### src/rtl/text_mode_terminal_writer_core_assert.svh
// Assertion macros used by the terminal writer controller.
`ifndef TEXT_MODE_TERMINAL_WRITER_CORE_ASSERT_SVH
`define TEXT_MODE_TERMINAL_WRITER_CORE_ASSERT_SVH

// Same-cycle implication, checked on clk_i while out of reset.
`define TMTW_ASSERT_IMP(lbl, ante, cons, msg) \
  lbl: assert property (@(posedge clk_i) disable iff (!rst_ni) (ante) |-> (cons)) \
    else $error(msg);

// Next-cycle implication, checked on clk_i while out of reset.
`define TMTW_ASSERT_NXT(lbl, ante, cons, msg) \
  lbl: assert property (@(posedge clk_i) disable iff (!rst_ni) (ante) |=> (cons)) \
    else $error(msg);

`endif

### src/rtl/tmtw_pkg.sv
// Shared types, constants and command/status structs of the terminal writer.
package tmtw_pkg;

  // Default screen geometry.
  localparam int DefColumns = 80;
  localparam int DefRows    = 25;
  localparam int DefTabStop = 4;

  // Fixed field widths.
  localparam int KindW   = 2;
  localparam int CharW   = 8;
  localparam int ColInW  = 7;
  localparam int RowInW  = 5;
  localparam int PosW    = 11;
  localparam int CellW   = 16;
  localparam int ColorW  = 4;
  localparam int CfgIdxW = 1;

  // Configuration register indexes.
  localparam logic [CfgIdxW-1:0] CfgFgColor = 1'd0;
  localparam logic [CfgIdxW-1:0] CfgBgColor = 1'd1;

  localparam logic [ColorW-1:0] FgReset = 4'd7;
  localparam logic [ColorW-1:0] BgReset = 4'd0;

  // Control characters.
  localparam logic [CharW-1:0] CharBackspace = 8'd8;
  localparam logic [CharW-1:0] CharTab       = 8'd9;
  localparam logic [CharW-1:0] CharNewline   = 8'd10;
  localparam logic [CharW-1:0] CharReturn    = 8'd13;
  localparam logic [CharW-1:0] CharSpace     = 8'd32;

  // Cell value after reset: space, light grey on black.
  localparam logic [CellW-1:0] CellReset = 16'h0720;

  typedef enum logic [KindW-1:0] {
    KindPut   = 2'd0,
    KindClear = 2'd1,
    KindSet   = 2'd2,
    KindRead  = 2'd3
  } kind_e;

  typedef enum logic [2:0] {
    WrNone  = 3'd0,
    WrPut   = 3'd1,
    WrCopy  = 3'd2,
    WrBlank = 3'd3,
    WrInit  = 3'd4
  } wr_mode_e;

  typedef struct packed {
    logic     load_item;
    logic     exec_put;
    logic     exec_set;
    logic     cursor_home;
    logic     rd_item;
    logic     rd_sweep;
    logic     rd_ahead;
    wr_mode_e wr_mode;
    logic     cnt_clr;
    logic     cnt_inc;
    logic     out_load;
    logic     out_cell;
    logic     out_scrolled;
  } cmd_t;

  typedef struct packed {
    kind_e kind;
    logic  scroll_req;
    logic  out_busy;
    logic  copy_end;
    logic  cnt_end;
  } sts_t;

endpackage

### src/rtl/tmtw_ctrl.sv
// Controller: sequences item execution, store sweeps and the result beat.
`include "text_mode_terminal_writer_core_assert.svh"

module tmtw_ctrl (
  input  logic           clk_i,
  input  logic           rst_ni,
  input  logic           in_valid_i,
  output logic           in_ready_o,
  input  tmtw_pkg::sts_t sts_i,
  output tmtw_pkg::cmd_t cmd_o
);

  typedef enum logic [3:0] {
    StInit,
    StIdle,
    StExec,
    StRead,
    StScPre,
    StScCopy,
    StScBlank,
    StClear,
    StFin
  } state_e;

  state_e state_q, state_d;
  logic   fin_scrolled_q, fin_scrolled_d;
  tmtw_pkg::cmd_t cmd;

  always_comb begin
    state_d        = state_q;
    fin_scrolled_d = fin_scrolled_q;
    cmd            = '0;
    case (state_q)
      StInit: begin
        cmd.wr_mode = tmtw_pkg::WrInit;
        cmd.cnt_inc = 1'b1;
        if (sts_i.cnt_end) begin
          state_d = StIdle;
        end
      end
      StIdle: begin
        if (in_valid_i) begin
          cmd.load_item = 1'b1;
          state_d       = StExec;
        end
      end
      StExec: begin
        // Hold the item until the result register can take its beat.
        if (!sts_i.out_busy) begin
          case (sts_i.kind)
            tmtw_pkg::KindPut: begin
              cmd.exec_put = 1'b1;
              cmd.wr_mode  = tmtw_pkg::WrPut;
              cmd.cnt_clr  = 1'b1;
              if (sts_i.scroll_req) begin
                fin_scrolled_d = 1'b1;
                state_d        = StScPre;
              end else begin
                cmd.out_load = 1'b1;
                state_d      = StIdle;
              end
            end
            tmtw_pkg::KindClear: begin
              cmd.cursor_home = 1'b1;
              cmd.cnt_clr     = 1'b1;
              fin_scrolled_d  = 1'b0;
              state_d         = StClear;
            end
            tmtw_pkg::KindSet: begin
              cmd.exec_set = 1'b1;
              cmd.out_load = 1'b1;
              state_d      = StIdle;
            end
            default: begin
              cmd.rd_item = 1'b1;
              state_d     = StRead;
            end
          endcase
        end
      end
      StRead: begin
        if (!sts_i.out_busy) begin
          cmd.out_load = 1'b1;
          cmd.out_cell = 1'b1;
          state_d      = StIdle;
        end
      end
      StScPre: begin
        cmd.rd_sweep = 1'b1;
        state_d      = StScCopy;
      end
      StScCopy: begin
        // Write the row below into the current cell, fetch the next one.
        cmd.wr_mode = tmtw_pkg::WrCopy;
        cmd.cnt_inc = 1'b1;
        if (sts_i.copy_end) begin
          state_d = StScBlank;
        end else begin
          cmd.rd_sweep = 1'b1;
          cmd.rd_ahead = 1'b1;
        end
      end
      StScBlank, StClear: begin
        cmd.wr_mode = tmtw_pkg::WrBlank;
        cmd.cnt_inc = 1'b1;
        if (sts_i.cnt_end) begin
          state_d = StFin;
        end
      end
      StFin: begin
        if (!sts_i.out_busy) begin
          cmd.out_load     = 1'b1;
          cmd.out_scrolled = fin_scrolled_q;
          state_d          = StIdle;
        end
      end
      default: begin
        state_d = StIdle;
      end
    endcase
  end

  always_ff @(posedge clk_i or negedge rst_ni) begin
    if (!rst_ni) begin
      state_q        <= StInit;
      fin_scrolled_q <= 1'b0;
    end else begin
      state_q        <= state_d;
      fin_scrolled_q <= fin_scrolled_d;
    end
  end

  assign in_ready_o = (state_q == StIdle);
  assign cmd_o      = cmd;

  `TMTW_ASSERT_IMP(a_load_free, cmd.out_load, !sts_i.out_busy, "result loaded while busy")
  `TMTW_ASSERT_NXT(a_one_item, in_valid_i && in_ready_o, !in_ready_o, "second beat taken")
  `TMTW_ASSERT_IMP(a_copy_fed, cmd.wr_mode == tmtw_pkg::WrCopy, $past(cmd.rd_sweep), "copy w/o read")

endmodule

### config.mk
export PLATFORM = sky130hd
export DESIGN_NAME = tmtw_ctrl
export DESIGN_NICKNAME = d
export VERILOG_FILES = /design/src/rtl/tmtw_pkg.sv /design/src/rtl/tmtw_ctrl.sv
export VERILOG_INCLUDE_DIRS = /design/src /design/src/rtl
export SDC_FILE = /design/constraint.sdc
export NUM_CORES = 1
export LEC_CHECK = 0
export BUFFER_PORTS_ARGS = -buffer_cell sky130_fd_sc_hd__buf_4
export CORE_MARGIN = 4
export CORE_UTILIZATION = 41
export CTS_CLUSTER_SIZE = 20
export DETAILED_ROUTE_END_ITERATION = 10
export GPL_TIMING_DRIVEN = 0
export HOLD_SLACK_MARGIN = 0.06
export PLACE_DENSITY = 0.73
export SLEW_MARGIN = 20
export SYNTH_ARGS = -nofsm -noshare
export SYNTH_HDL_FRONTEND = slang
export SYNTH_SLANG_ARGS = --single-unit
### constraint.sdc
create_clock -name clk_i -period 1.35 [get_ports clk_i]
set_input_delay 0.135 -clock clk_i [delete_from_list [all_inputs] [get_ports clk_i]]
set_output_delay 0.135 -clock clk_i [all_outputs]
set_load 0.01 [all_outputs]
==> reports/results.tsv, run 1 <==
metric	value	unit
run status	complete, but fails checks	
violated checks	setup timing	
multiplexer share of the synthesized area	5.37	%
GPL Wtd Cong	0.863	
grt total ovfl	0	
Setup-failing EPs final	20	
Main synth FF type	dfrtp_1	
Ports	25	
Global Route Usage Sum	21.1	%
IO Port Bufs	24	
layout cell share with drive strength beyond 1	60.2	%
largest net degree at the start of global routing	11	
Logic pwr share	78.7	%
final hold slack	0.217	ns
crit-path max FO	3	
initial core utilization	44.9	%
CP top delay family	simple AND/OR/NAND/NOR gates	
final non-filler cell total	128	
CTS Sinks	5	
Routed WL	2140	um
CTS root buf	clkbuf_4	
crit path cell chain	buf_6 -> or4b_4 -> nor2_4 -> and2_4 -> nand2b_4 -> buf_6	
FP Rows	13	
switching pwr	0.891	mW
largest family of logic cells by synthesized area	simple AND/OR/NAND/NOR gates	
worst reg2reg path depth	6	
Synth Area in XOR/XNOR	1.45	%
commonest cells in the synthesized netlist	ha_1 (6), inv_1 (6), dfrtp_1 (5), nor2_1 (5)	
Leak Pwr	0.526	nW
Unique masters post-synth	37	
PwrDens	1900	nW/um2
Adder-Cell Fraction of Synth Area	12.4	%
final hold violation count	0	
final critical-path share of the clock period	141	%
Clock Latency Late Sink	0.24	ns
CP required	1.22	ns
Synth Net Count	87	
Reg power frac	13.1	%
f_max	526	MHz
Max VDD drop	1120	uV
most used cell, CP	buf_6	
CP bufs+invs	2	
Synth Area in Compound Gates	22.3	%
worst-margin pin slew	0.421	ns
Pins Over Slew Limit	0	
number of synthesized flops with an enable pin	0	
RSZ-0062 raised after global routing	true	
nets@finish	129	
Syn Area/Cell	8.41	um2
via count	735	
DRT iter0 DRCs	22	
worst hold path stage count	3	
Worst Setup Slack, final	-0.550	ns
Pint	1.26	mW
core area	1350	um2
Final min period	1.90	ns
Simple-Gate Fraction of Synth Area	29.8	%
full die area	2160	um2
first-pass GRT wire length	3170	um
area share of the leading cell type in the synthesized netlist	20.7	%
Worst path depth	6	
Final HPWL DP	1290	um
die extent in y	46.4	um
CP max-delay cell	or4b_4	
switch share	41.5	%
CTS Buf Count	3	
Power Total	2.15	mW
routed wire length per instance	16.7	um
n_diodes	0	
WS Path Type	reg2out	
via density per instance	5.74	
Worst Setup End Kind	primary output	
post-synthesis sequential area ratio	20.7	%
top post-synthesis cells by area	dfrtp_1 (21%), ha_1 (12%), and2_1 (4.1%)	
Synth Instances	72	
die span in x	46.4	um
antenna viol nets, final	0	
P&R area growth vs syn	86.4	%
Pre-Repair DR Iteration Count	4	
Reg clk slew, reported paths	0.05	ns
max cap viols	0	
CP peak stage delay	0.54	ns
Worst setup SP type	flip-flop	
slew margin rel.	71.6	%
Clk pwr share	8.2	%
FF+latch count, synth	5	
vias in the first global route	669	
clk buf depth	2	
residual DRC count	0	
crit path DAT	1.77	ns
initial antenna violation count	0	
fraction of registers with async set/reset	100	%
H-tree depth	1	
cell taking the most area after synthesis	dfrtp_1	
# placed instances	111	
Final Skew	0.00387	ns
synth warn	0	
Post-Synthesis Cell Area	606	um2
Hold Crit Class	in2reg	
CTS tree	done	
final cells by class:
cell class                      count  area, um2
Tap cell                           15       18.8
Sequential cell                     5        128
Fill cell                          72        221
Inverter                            6       25.0
Timing Repair Buffer               37        324
Buffer                              4       48.8
Clock buffer                        4       26.3
Multi-Input combinational cell     57        558
tightest hold or removal path, delay by kind of cell:
family | cells | cell delay [ns]
and+or+nand+nor | 1 | 0.12
buffers and inverters | 1 | 0.09
AOI/OAI and AO/OA | 1 | 0.07
layer usage:
| metal | up-vias | track usage [%] | share of wire (%) |
|---|---|---|---|
| met5 | - | 0 | 0 |
| met4 | 0 | 8.52 | 2.3 |
| met3 | 7 | 1.56 | 7.0 |
| met2 | 43 | 37.6 | 51 |
| met1 | 339 | 25.5 | 40 |
| li1 | 346 | - | - |
flip-flops by register name (all words and copies together) (netlist names):
name	count
fin_scrolled_q	1
state_q	4
through the flow:
stage	area, um2	worst slack, ns	utilization, %	TNS (ns)
final	1130	-0.550	83.6	-6.30
after global routing	1130	-0.612	83.6	-7.41
after CTS	1060	-0.571	78.5	-6.07
after detailed placement	832	-0.354	61.6	-2.58
after global placement	832	-0.353	61.6	-2.52
after floorplan	633	-0.193	-	-0.889
kinds of logic after synthesis:
kind of cell / count (synthesis)
AOI/OAI and AO/OA: 18
xor gates and xnor gates: 1
adders and majority gates: 6
buffers and inverters: 10
DFF: 5
muxes: 3
and+or+nand+nor: 29
cell usage in the layout, fill, tap and decap left out, drive strengths merged, types with 3 or more instances in the layout:
cell	Yosys	routed
nand2	3	3
a31oi	3	3
nor3	4	4
dfrtp	5	5
inv	6	6
and2	5	5
clkbuf	0	4
nor2	6	6
buf	4	39
ha	6	6
path summary, 6_finish.rpt:
path                                       startpoint                    endpoint  slack, ns
setup / recovery               state_q[0]$_DFFE_PN0P_                    cmd_o[5]      -0.55
hold / removal                               sts_i[3]  fin_scrolled_q$_DFFE_PN0P_       0.22
setup reg to reg               state_q[0]$_DFFE_PN0P_      state_q[0]$_DFFE_PN0P_      -0.28
hold reg to reg            fin_scrolled_q$_DFFE_PN0P_  fin_scrolled_q$_DFFE_PN0P_       0.55
max in group asynchronous                      rst_ni      state_q[1]$_DFFE_PN0P_       0.97
min in group asynchronous                      rst_ni      state_q[0]$_DFFE_PN0P_       0.26
power groups by stage:
| stage | combinational [mW] | clock (mW) | sequential (mW) |
|---|---|---|---|
| floorplan | 0.700 | 0 | 0.259 |
| global placement | 1.02 | 0 | 0.275 |
| detailed placement | 1.03 | 0 | 0.276 |
| CTS | 1.47 | 0.186 | 0.271 |
| global route | 1.79 | 0.195 | 0.285 |
| finish | 1.69 | 0.176 | 0.281 |
repair_timing:
item | in CTS | in global routing
resized for setup | 26 | 8
setup endpoints to repair | 20 | 20
pin swaps | 9 | 2
hold endpoints to repair | 5 | 0
setup buffers | 9 | 2
hold buffers | 1 | 0
cloned | 1 | 0
Power figures use the tool's default switching activity.
==> run 2: changes to the inputs <==
--- a/config.mk
+++ b/config.mk
@@ -7,7 +7,7 @@
 export NUM_CORES = 1
 export LEC_CHECK = 0
 export BUFFER_PORTS_ARGS = -buffer_cell sky130_fd_sc_hd__buf_4
-export CORE_MARGIN = 4
+export CORE_MARGIN = 2
 export CORE_UTILIZATION = 41
 export CTS_CLUSTER_SIZE = 20
 export DETAILED_ROUTE_END_ITERATION = 10
==> reports/results.tsv, run 2 (same netlist as run 1, synthesis figures left out) <==
metric	value	unit	change
slew margin rel.	74.9	%	+3.3 points
PwrDens	2060	nW/um2	+8.0%
RSZ-0062 raised after global routing	true		
n_diodes	0		unchanged
biggest regs	state_q: 4 flops, fin_scrolled_q: 1 flops		
FILL cells	64		-11%
Reg clk slew, reported paths	0.05	ns	about the same
vias in the first global route	685		+2.4%
crit path DAT	1.85	ns	+0.08 ns
f_max	503	MHz	-4.4%
commonest non-fill, non-tap cell in the layout	buf_4		
CTS Sinks	5		unchanged
Final HPWL DP	1220	um	-5.4%
first-pass GRT wire length	3080	um	-2.8%
initial core utilization	45.4	%	+0.55 points
WS Path Type	reg2out		
Worst Setup End Kind	primary output		
largest net degree at the start of global routing	11		unchanged
sequential cell area	128	um2	unchanged
worst-margin pin slew	0.366	ns	-0.0554 ns
via density per instance	5.73		-0.27%
die span in x	42.4	um	-8.6%
CTS root buf	clkbuf_4		
CP required	1.22	ns	about the same
Routed WL	2550	um	+19%
Final min period	1.99	ns	+0.0865 ns
crit-path max FO	6		+3
initial antenna violation count	0		unchanged
Max VDD drop	1040	uV	-6.7%
FP Rows	13		unchanged
Global Route Usage Sum	21.9	%	+0.82 points
Pins Over Slew Limit	0		unchanged
via count	796		+8.3%
final hold violation count	0		unchanged
IO Port Bufs	24		unchanged
max cap viols	0		unchanged
final critical-path share of the clock period	147	%	+6.4 points
H-tree depth	1		unchanged
Setup-failing EPs final	20		unchanged
Hold Crit Class	in2reg		
Leak Pwr	0.570	nW	+8.5%
run status	complete, but fails checks		
layout cell share with drive strength beyond 1	63.7	%	+3.5 points
antenna viol nets, final	0		unchanged
Ports	25		unchanged
Final Skew	0.00756	ns	+0.00369 ns
final hold slack	0.201	ns	-0.0158 ns
Pre-Repair DR Iteration Count	4		unchanged
Biggest register	state_q		
Clock Latency Late Sink	0.26	ns	+0.02 ns
Power Total	2.44	mW	+14%
GPL Wtd Cong	0.740		-14%
Worst setup SP type	flip-flop		
grt total ovfl	0		unchanged
multi-input logic area	534	um2	-4.3%
full die area	1800	um2	-16%
Worst Setup Slack, final	-0.637	ns	-0.0865 ns
core area	1330	um2	-1.2%
CTS Buf Count	3		unchanged
routed wire length per instance	18.3	um	+9.6%
Fin Setup TNS	-8.41	ns	-2.11 ns
nets@finish	140		+8.5%
residual DRC count	0		unchanged
die extent in y	42.4	um	-8.6%
commonest non-fill, non-tap cells in the layout	buf_4 (36), buf_6 (13), ha_1 (6)		
Largest register FFs	4		unchanged
clk buf depth	2		unchanged
CTS tree	done		
P&R area growth vs syn	95.9	%	
DRT iter0 DRCs	26		+18%
violated checks	setup timing		
## run 2: cell count changes in the layout (fill, tap and decap cells not counted), sizes merged
cell and delta:
buf +12, bufbuf -1
## run 2: layout make-up
class | instances | area share (%)
Clock buffer | 4 | 2.22
Multi-Input combinational cell | 57 | 45.0
Inverter | 6 | 1.90
Timing Repair Buffer | 48 | 34.4
Tap cell | 15 | 1.58
Sequential cell | 5 | 10.8
Buffer | 4 | 4.11
## run 2: worst paths after layout
path | start | cells after the start | slack [ns] | end
worst max register to register | state_q[0]$_DFFE_PN0P_ | 6 | -0.40 | state_q[2]$_DFFE_PN0P_
worst max-delay path | state_q[0]$_DFFE_PN0P_ | 6 | -0.64 | cmd_o[5]
max in group asynchronous | rst_ni | 2 | 1.01 | state_q[1]$_DFFE_PN0P_
worst min-delay path | sts_i[0] | 3 | 0.20 | state_q[3]$_DFFE_PN0P_
min in group asynchronous | rst_ni | 2 | 0.22 | state_q[3]$_DFFE_PN0P_
worst min register to register | fin_scrolled_q$_DFFE_PN0P_ | 2 | 0.54 | fin_scrolled_q$_DFFE_PN0P_
## run 2: stage by stage
step | instances | worst slack [ns] | utilization (%) | cell area (um2)
2_1_floorplan | 72 | -0.193 | - | 633
3_3_place_gp | 111 | -0.357 | 62.4 | 832
3_5_place_dp | 111 | -0.372 | 62.4 | 832
4_1_cts | 123 | -0.620 | 73.4 | 978
5_1_grt | 139 | -0.676 | 88.9 | 1190
6_report | 139 | -0.637 | 88.9 | 1190
## run 2: repair_timing
action	CTS	global route
resized for setup	17	23
setup endpoints to repair	20	20
hold buffers	1	0
setup buffers	7	16
pin swaps	8	9
endpoints found under the hold margin	5	0
## run 2: critical path, stage by stage (launching register included)
cell      delay [ns]
dfrtp_1         0.39
buf_6           0.12
or4b_4          0.54
nor2_4          0.16
and2_4          0.17
nand2b_4        0.12
buf_6           0.10
## run 2: where the power goes
part / internal, mW / switching (mW) / leakage [nW]
Sequential: 0.218 / 0.0522 / 0.0603
Clock: 0.113 / 0.0763 / 0.0150
Combinational: 1.10 / 0.878 / 0.495
## run 2: per-layer routing
layer	track usage (%)	vias to the layer above	wire length [um]
met5	0	-	0
met4	5.00	0	64
met3	4.74	8	192
met2	39.7	56	1260
met1	25.9	371	1030
li1	-	361	-
==> run 3: changes to the inputs <==
--- a/config.mk
+++ b/config.mk
@@ -14,6 +14,7 @@
 export GPL_TIMING_DRIVEN = 0
 export HOLD_SLACK_MARGIN = 0.06
 export PLACE_DENSITY = 0.73
+export SKIP_LAST_GASP = 1
 export SLEW_MARGIN = 20
 export SYNTH_ARGS = -nofsm -noshare
 export SYNTH_HDL_FRONTEND = slang
==> reports/results.tsv, run 3 (same netlist as run 1, synthesis figures left out) <==
metric	value	unit	change
largest net degree at the start of global routing	11		unchanged
CTS Buf Count	3		unchanged
WS Path Type	reg2out		
DRT iter0 DRCs	39		+50%
Final HPWL DP	1220	um	unchanged
critical path startpoint	state_q[0]$_DFFE_PN0P_		
Pint	1.40	mW	-2.0%
residual DRC count	0		unchanged
Setup crit end	cmd_o[5]		
routed wire length per instance	18.4	um	+0.55%
Fin Setup TNS	-8.75	ns	-0.341 ns
most used cell, CP	buf_6		
Clk pwr share	7.5	%	-0.3 points
die span in x	42.4	um	unchanged
via density per instance	5.78		+1.0%
final hold slack	0.204	ns	+0.00289 ns
GPL Wtd Cong	0.740		unchanged
Pins Over Slew Limit	0		unchanged
violated checks	setup timing		
IO Port Bufs	24		unchanged
grt total ovfl	0		unchanged
Final min period	1.98	ns	-0.0104 ns
commonest non-fill, non-tap cells in the layout	buf_4 (37), buf_6 (12), ha_1 (6)		
sequential cell area	128	um2	unchanged
Worst Setup Slack, final	-0.626	ns	+0.0104 ns
FILL cells	59		-7.8%
worst-margin pin slew	0.359	ns	-0.00647 ns
CP peak stage delay	0.55	ns	about the same
Power Total	2.41	mW	-1.3%
P&R area growth vs syn	94.6	%	
f_max	506	MHz	+0.53%
n_diodes	0		unchanged
layout cell share with drive strength beyond 1	63.7	%	unchanged
antenna viol nets, final	0		unchanged
pre-CTS WS	-0.372	ns	unchanged
Largest register FFs	4		unchanged
Hold Crit Class	in2reg		
FP Rows	13		unchanged
switching pwr	1.00	mW	-0.24%
initial antenna violation count	0		unchanged
commonest non-fill, non-tap cell in the layout	buf_4		
final critical-path share of the clock period	146	%	-0.77 points
core area	1330	um2	unchanged
switch share	41.7	%	+0.44 points
Clock Latency Late Sink	0.25	ns	about the same
fin util	88.4	%	-0.56 points
R2R Setup Slk	-0.41	ns	about the same
RR Endpoint	state_q[2]$_DFFE_PN0P_		
die extent in y	42.4	um	unchanged
CP required	1.22	ns	about the same
Final Skew	0.00657	ns	-0.000988 ns
nets@finish	140		unchanged
H-tree depth	1		unchanged
worst reg2reg path depth	6		unchanged
Global Route Usage Sum	21.9	%	unchanged
vias in the first global route	685		unchanged
PwrDens	2040	nW/um2	-0.66%
reg2reg start	state_q[0]$_DFFE_PN0P_		
hold path start	sts_i[0]		
biggest regs	state_q: 4 flops, fin_scrolled_q: 1 flops		
clk buf depth	2		unchanged
Reg clk slew, reported paths	0.05	ns	about the same
Biggest register	state_q		
CP top delay family	simple AND/OR/NAND/NOR gates		
multi-input logic area	531	um2	-0.70%
first-pass GRT wire length	3080	um	unchanged
Logic pwr share	81.2	%	about the same
Pre-Repair DR Iteration Count	4		unchanged
CTS tree	done		
RSZ-0062 raised after global routing	true		
Routed WL	2560	um	+0.55%
initial core utilization	45.4	%	unchanged
Setup-failing EPs final	20		unchanged
Leak Pwr	0.563	nW	-1.3%
CTS root buf	clkbuf_4		
CP bufs+invs	2		unchanged
slew margin rel.	75.8	%	+0.91 points
CTS Sinks	5		unchanged
run status	complete, but fails checks		
crit path cell chain	buf_6 -> or4b_4 -> nor2_4 -> and2_4 -> nand2b_4 -> buf_6		
final hold violation count	0		unchanged
Worst Setup End Kind	primary output		
Max VDD drop	1170	uV	+12%
Worst path depth	6		unchanged
crit path DAT	1.84	ns	about the same
CP max-delay cell	or4b_4		
Worst setup SP type	flip-flop		
full die area	1800	um2	unchanged
Ports	25		unchanged
crit-path max FO	6		unchanged
max cap viols	0		unchanged
via count	804		+1.0%
Reg power frac	11.3	%	+0.2 points
==> run 3: layout make-up <==
class,count,share of cell area (%)
plain buffers,4,4.14
clock buffers,4,2.23
inverters,6,1.91
multi-input cells,57,45.0
flip-flops and latches,5,10.8
well taps,15,1.59
repair buffers,48,34.3
==> run 3: repair_timing <==
action,4_1_cts,5_1_grt
hold endpoints to repair,5,0
resized for setup,17,20
setup endpoints to repair,20,20
hold buffers,1,0
pin swaps,8,6
setup buffers,7,16
==> run 3: worst min-delay path by stage <==
stage,endpoint,slack [ns],cells after the start
2_1_floorplan,fin_scrolled_q$_DFFE_PN0P_,-0.16,0
3_3_place_gp,state_q[2]$_DFFE_PN0P_,-0.06,1
3_5_place_dp,state_q[3]$_DFFE_PN0P_,-0.06,1
4_1_cts,state_q[3]$_DFFE_PN0P_,0.20,3
5_1_grt,state_q[3]$_DFFE_PN0P_,0.23,3
6_report,state_q[3]$_DFFE_PN0P_,0.20,3
==> run 3: metal layers <==
metal | GRT usage (%) | share of wire (%) | vias to the layer above
met5 | 0 | 0 | -
met2 | 39.7 | 46 | 67
met3 | 4.74 | 9.2 | 13
li1 | - | - | 362
met4 | 5.00 | 4.2 | 0
met1 | 25.9 | 40 | 362
==> run 3: per-stage QoR <==
stage / instance area [um2] / std cells
final: 1180 / 139
after global routing: 1180 / 139
after CTS: 978 / 123
after detailed placement: 832 / 111
after global placement: 832 / 111
after floorplan: 633 / 72
==> run 3: power groups by stage <==
| stage | Sequential (mW) | Combinational [mW] | Clock (mW) |
|---|---|---|---|
| finish | 0.271 | 1.95 | 0.182 |
| global route | 0.277 | 2.05 | 0.192 |
| CTS | 0.269 | 1.30 | 0.182 |
| detailed placement | 0.275 | 1.02 | 0 |
| global placement | 0.275 | 1.02 | 0 |
| floorplan | 0.259 | 0.700 | 0 |
==> run 3: worst register-to-register path: stages, from the launching register on <==
cell and delay (ns):
dfrtp_1 0.39, buf_6 0.13, or4b_4 0.55, buf_4 0.16, buf_6 0.11, o22a_1 0.19, a2bb2oi_2 0.16
